`config.mk`:
```
export PLATFORM = sky130hd
export DESIGN_NAME = rlit_scan
export DESIGN_NICKNAME = d
export VERILOG_FILES = /design/src/hw/rtl/rlit_pkg.sv /design/src/hw/rtl/rlit_scan.sv
export SDC_FILE = /design/constraint.sdc
export NUM_CORES = 1
export LEC_CHECK = 0
export BUFFER_PORTS_ARGS = -buffer_cell sky130_fd_sc_hd__buf_2
export CAP_MARGIN = 20
export CORE_UTILIZATION = 45
export CTS_CLUSTER_DIAMETER = 100
export DETAILED_ROUTE_END_ITERATION = 10
export GPL_ROUTABILITY_DRIVEN = 0
export GPL_TIMING_DRIVEN = 0
export HOLD_SLACK_MARGIN = 0.08
export PLACE_DENSITY = 0.81
export SETUP_SLACK_MARGIN = 0.5
export SYNTH_ARGS = -nofsm -noshare
export SYNTH_HDL_FRONTEND = slang
export SYNTH_SLANG_ARGS = --single-unit
```
`constraint.sdc`:
```
create_clock -name clk -period 2.49 [get_ports clk]
set_clock_uncertainty 0.1 [all_clocks]
set_input_delay 0.3735 -clock clk [delete_from_list [all_inputs] [get_ports clk]]
set_output_delay 0.3735 -clock clk [all_outputs]
set_load 0.1 [all_outputs]
```
`src/hw/rtl/rlit_pkg.sv`:
```
package rlit_pkg;

  // Table geometry.
  localparam int SLOTS   = 64;
  localparam int IDX_W   = (SLOTS > 1) ? $clog2(SLOTS) : 1;
  localparam int CNT_W   = $clog2(SLOTS + 1);

  localparam int TAG_W   = 32;
  localparam int REFS_W  = 16;
  localparam int GEN_W   = 16;
  localparam int STAMP_W = 32;
  localparam int SIDX_W  = 6;

  localparam logic [REFS_W-1:0] REFS_MAX = {REFS_W{1'b1}};

  typedef enum logic [1:0] {
    OP_LOOKUP  = 2'd0,
    OP_ACQUIRE = 2'd1,
    OP_RELEASE = 2'd2,
    OP_FORGET  = 2'd3
  } rlit_op_t;

  typedef enum logic [2:0] {
    ST_HIT       = 3'd0,
    ST_NEW       = 3'd1,
    ST_NOT_FOUND = 3'd2,
    ST_INVALID   = 3'd3,
    ST_FULL      = 3'd4
  } rlit_status_t;

  typedef enum logic [1:0] {
    S_IDLE,
    S_SCAN,
    S_DECIDE
  } rlit_state_t;

  typedef struct packed {
    logic [TAG_W-1:0]   tag;
    logic [REFS_W-1:0]  refs;
    logic [GEN_W-1:0]   gen;
    logic [STAMP_W-1:0] stamp;
  } rlit_entry_t;

  localparam int ENTRY_W = $bits(rlit_entry_t);

  // Outcome of one pass over the table.
  typedef struct packed {
    logic              hit;
    logic [IDX_W-1:0]  hit_idx;
    rlit_entry_t       hit_ent;
    logic              empty_found;
    logic [IDX_W-1:0]  empty_idx;
    logic              cand_found;
    logic [IDX_W-1:0]  cand_idx;
  } rlit_scan_t;

endpackage

```
`src/hw/rtl/rlit_scan.sv`:
```
module rlit_scan
  import rlit_pkg::*;
(
  input  logic              clk,
  input  logic              rst_n,
  input  logic              clear,
  input  logic              ent_vld,
  input  logic [IDX_W-1:0]  ent_idx,
  input  logic              ent_used,
  input  rlit_entry_t       ent,
  input  logic [TAG_W-1:0]  key,
  output rlit_scan_t        res
);

  rlit_scan_t         res_r, res_nxt;
  logic [STAMP_W-1:0] cand_stamp_r, cand_stamp_nxt;

  // First matching tag, first empty slot, and the oldest unreferenced slot
  // (strictly smaller stamp replaces, so the lower index keeps a tie).
  always_comb begin
    res_nxt        = res_r;
    cand_stamp_nxt = cand_stamp_r;
    if (clear) begin
      res_nxt        = '0;
      cand_stamp_nxt = '0;
    end else if (ent_vld) begin
      if (ent_used && (ent.tag == key) && !res_r.hit) begin
        res_nxt.hit     = 1'b1;
        res_nxt.hit_idx = ent_idx;
        res_nxt.hit_ent = ent;
      end
      if (!ent_used && !res_r.empty_found) begin
        res_nxt.empty_found = 1'b1;
        res_nxt.empty_idx   = ent_idx;
      end
      if (ent_used && (ent.refs == '0) &&
          (!res_r.cand_found || (ent.stamp < cand_stamp_r))) begin
        res_nxt.cand_found = 1'b1;
        res_nxt.cand_idx   = ent_idx;
        cand_stamp_nxt     = ent.stamp;
      end
    end
  end

  always_ff @(posedge clk) begin
    if (!rst_n) begin
      res_r        <= '0;
      cand_stamp_r <= '0;
    end else begin
      res_r        <= res_nxt;
      cand_stamp_r <= cand_stamp_nxt;
    end
  end

  assign res = res_r;

endmodule

```
==> results.sh <==
export IMPL_status="complete, no violations"
export IMPL_yosys_top_cells_count="149 x dfxtp_1, 146 x mux2i_1, 118 x nor2_1"
export IMPL_globalRouteTotalUtil_pct=24.73
export IMPL_overflow=0
export IMPL_grt_max_degree=17
export IMPL_end_kind="flip-flop"
export IMPL_clk_path_buf_depth=2
export IMPL_vdd_ir_drop_max_mv=0.4937
export IMPL_cts_made_buffers=17
export IMPL_drtAntennaViolNets=0
export IMPL_final_setup_viol_count=0
export IMPL_clock_fmax_mhz=452.8
export IMPL_cp_max_fo=10
export IMPL_die_w_um=122.9
export IMPL_post_dp_hpwl_um=13960
export IMPL_htreeDepth=4
export IMPL_drive_above_1_share_pct=35.56
export IMPL_max_slew_margin_pct=50.09
export IMPL_holdWs_ns=0.09167
export IMPL_path_class="flip-flop to flip-flop"
export IMPL_worstHoldEndpoint="res[51]"
export IMPL_num_vias=5806
export IMPL_ys_seq_area_share_pct=45.35
export IMPL_leakagePower_nw=3.757
export IMPL_first_pass_iters=4
export IMPL_cap_viol_max_count=0
export IMPL_rsz0062_at_grt="yes"
export IMPL_avgSynthCellArea_um2=9.560
export IMPL_hold_viol_final=0
export IMPL_synth_edf_count=0
export IMPL_die_h_um=122.9
export IMPL_routed_wl_um=18470
export IMPL_fin_util_pct=64.69
export IMPL_ys_async_sr_fraction_pct=0
export IMPL_antenna_found_initial=2
export IMPL_yosysMostFrequentCell="dfxtp_1"
export IMPL_cts_sinks=149
export IMPL_finalCriticalPeriod_ns=2.208
export IMPL_hold_start="ent[37]"
export IMPL_synth_area_um2=6578
export IMPL_drt_iter0_markers=218
export IMPL_area_growth_syn_to_layout_pct=38.63
export IMPL_synth_ff_type="dfxtp_1"
export IMPL_grt_first_pass_wirelength_um=28030
export IMPL_crit_path_start_kind="flip-flop"
export IMPL_syn_num_nets=858
export IMPL_syn_inst=688
export IMPL_clk_pin_slew_worst_paths_ns=0.07
export IMPL_clk_latency_ns=0.42
export IMPL_ioPinCount=256
export IMPL_worstHoldPathCells=3
export IMPL_drv_slew=0
export IMPL_finalCritPeriodShare_pct=88.69
export IMPL_hold_path_class="input pin to flip-flop"
export IMPL_tritoncts="yes"
export IMPL_viasPerCell=4.950
export IMPL_dpl_cell_area_um2=8250
export IMPL_ys_types=33
export IMPL_pre_cts_ws_ns=-0.1341
export IMPL_r2r_slack_ns=0.28
export IMPL_ys_ff_latch=149
export IMPL_final_area_um2=9119
export IMPL_root_buffer="clkbuf_16"
export IMPL_ys_warn_count=0
export IMPL_fp_row_count=43
export IMPL_r2r_start="cand_stamp_r[7]"
export IMPL_core_um2=14100
export IMPL_first_global_vias=5569
export IMPL_setup_slack_ns=0.2817
export IMPL_nNetsFinal=1147
export IMPL_rr_endpoint="cand_stamp_r[25]"
export IMPL_remaining_drc_errors=0
export IMPL_yosysTopAreaCell="dfxtp_1"
export IMPL_die_area_um2=15100
export IMPL_portBuffers=255
export IMPL_cp_required_ns=2.73
export IMPL_synthTopCellsByArea="dfxtp_1 45%, mux2i_1 22%, nor2_1 6.7%"
export IMPL_cp_data_arrival_time_ns=2.45
export IMPL_power_density_nw_per_um2=583.1
export IMPL_worst_slew_pin_slew_ns=0.7486
export IMPL_wl_per_cell_um=15.74
export IMPL_start_util_pct=46.66
export IMPL_ff2ff_path_depth=9
export IMPL_yosysTopAreaCellShare_pct=45.35
==> flip-flops by register name, indices dropped and copies added, names as in the netlist <==
name / count
res: 117
cand_stamp_r: 32
==> metal layers <==
metal | vias up | GRT usage [%] | part of all wire [%]
li1 | 2878 | - | -
met1 | 2706 | 27.70 | 40
met2 | 184 | 44.84 | 52
met3 | 38 | 4.751 | 4.5
met4 | 0 | 11.66 | 3.2
met5 | - | 0 | 0
==> cells by family (layout without fill, tap and decap cells) <==
kind of cell	after synthesis	in the layout	share of synthesized area [%]
AND/OR/NAND/NOR	235	235	14.55
flip-flops	149	149	45.35
multiplexers	146	146	22.22
buffers and inverters	67	369	5.136
XOR/XNOR	32	32	4.261
adder cells (fa/ha/maj)	31	31	5.897
AO/OA/AOI/OAI	28	28	2.587
other	0	3	0
==> area by class of cell <==
cell class,count,area (µm²)
buffer,35,287.8
clock buffer,18,439.2
inverter,32,120.1
tap,180,225.2
fill,1177,4977
multi-input combinational,472,3460
sequential,149,2999
timing repair buffer,270,1439
clock inverter,14,141.4
antenna,3,7.507
==> worst max path at each step <==
stage	end	from	slack [ns]
2_1_floorplan	res[0]	ent[31]	0.40
3_3_place_gp	res[57]	ent[93]	-0.14
3_5_place_dp	res[59]	ent[93]	-0.13
4_1_cts	res[3]	cand_stamp_r[29]	0.28
5_1_grt	cand_stamp_r[25]	cand_stamp_r[31]	0.18
6_report	cand_stamp_r[25]	cand_stamp_r[7]	0.28
==> where the power goes <==
part           total (mW)  switching [mW]  internal [mW]
Clock                2.51            1.09           1.43
Combinational       0.417           0.240          0.177
Sequential           2.38         0.00148           2.38
Total                5.32            1.33           3.99
==> worst max-delay path: stages (launching register included) <==
cell and delay, ns:
dfxtp_1 0.34, inv_1 0.07, ha_4 0.27, nand4_1 0.09, o311a_1 0.38, o41ai_2 0.29
a21oi_2 0.12, buf_6 0.16, buf_12 0.15, mux2i_1 0.16
==> cell usage in the layout, fill, tap and decap left out, types with 8 or more instances in the layout <==
cell type	netlist	final
clkbuf_16	0	18
mux2i_1	146	145
ha_1	31	24
xor2_1	28	28
a21oi_1	14	9
nor2_1	118	118
clkbuf_1	20	20
nor4_1	9	9
dfxtp_1	149	140
buf_6	10	8
inv_1	32	29
buf_8	0	8
buf_2	3	256
nand2_1	88	87
==> timing repair <==
action	CTS	global route
setup endpoints to repair	139	140
gates resized for setup	27	10
pin swaps	2	4
cloned	3	1
hold buffers	3	0
endpoints found under the hold margin	3	0
setup buffers	7	1
==> stage by stage <==
step                      setup TNS (ns)  cells  power [mW]
after floorplan                        0    688       2.619
after global placement            -9.352   1123       2.828
after detailed placement          -9.422   1123       2.836
after CTS                              0   1168       5.345
after global routing                   0   1172       5.499
final                                  0   1173       5.317
(Power assumes the default switching activity.)
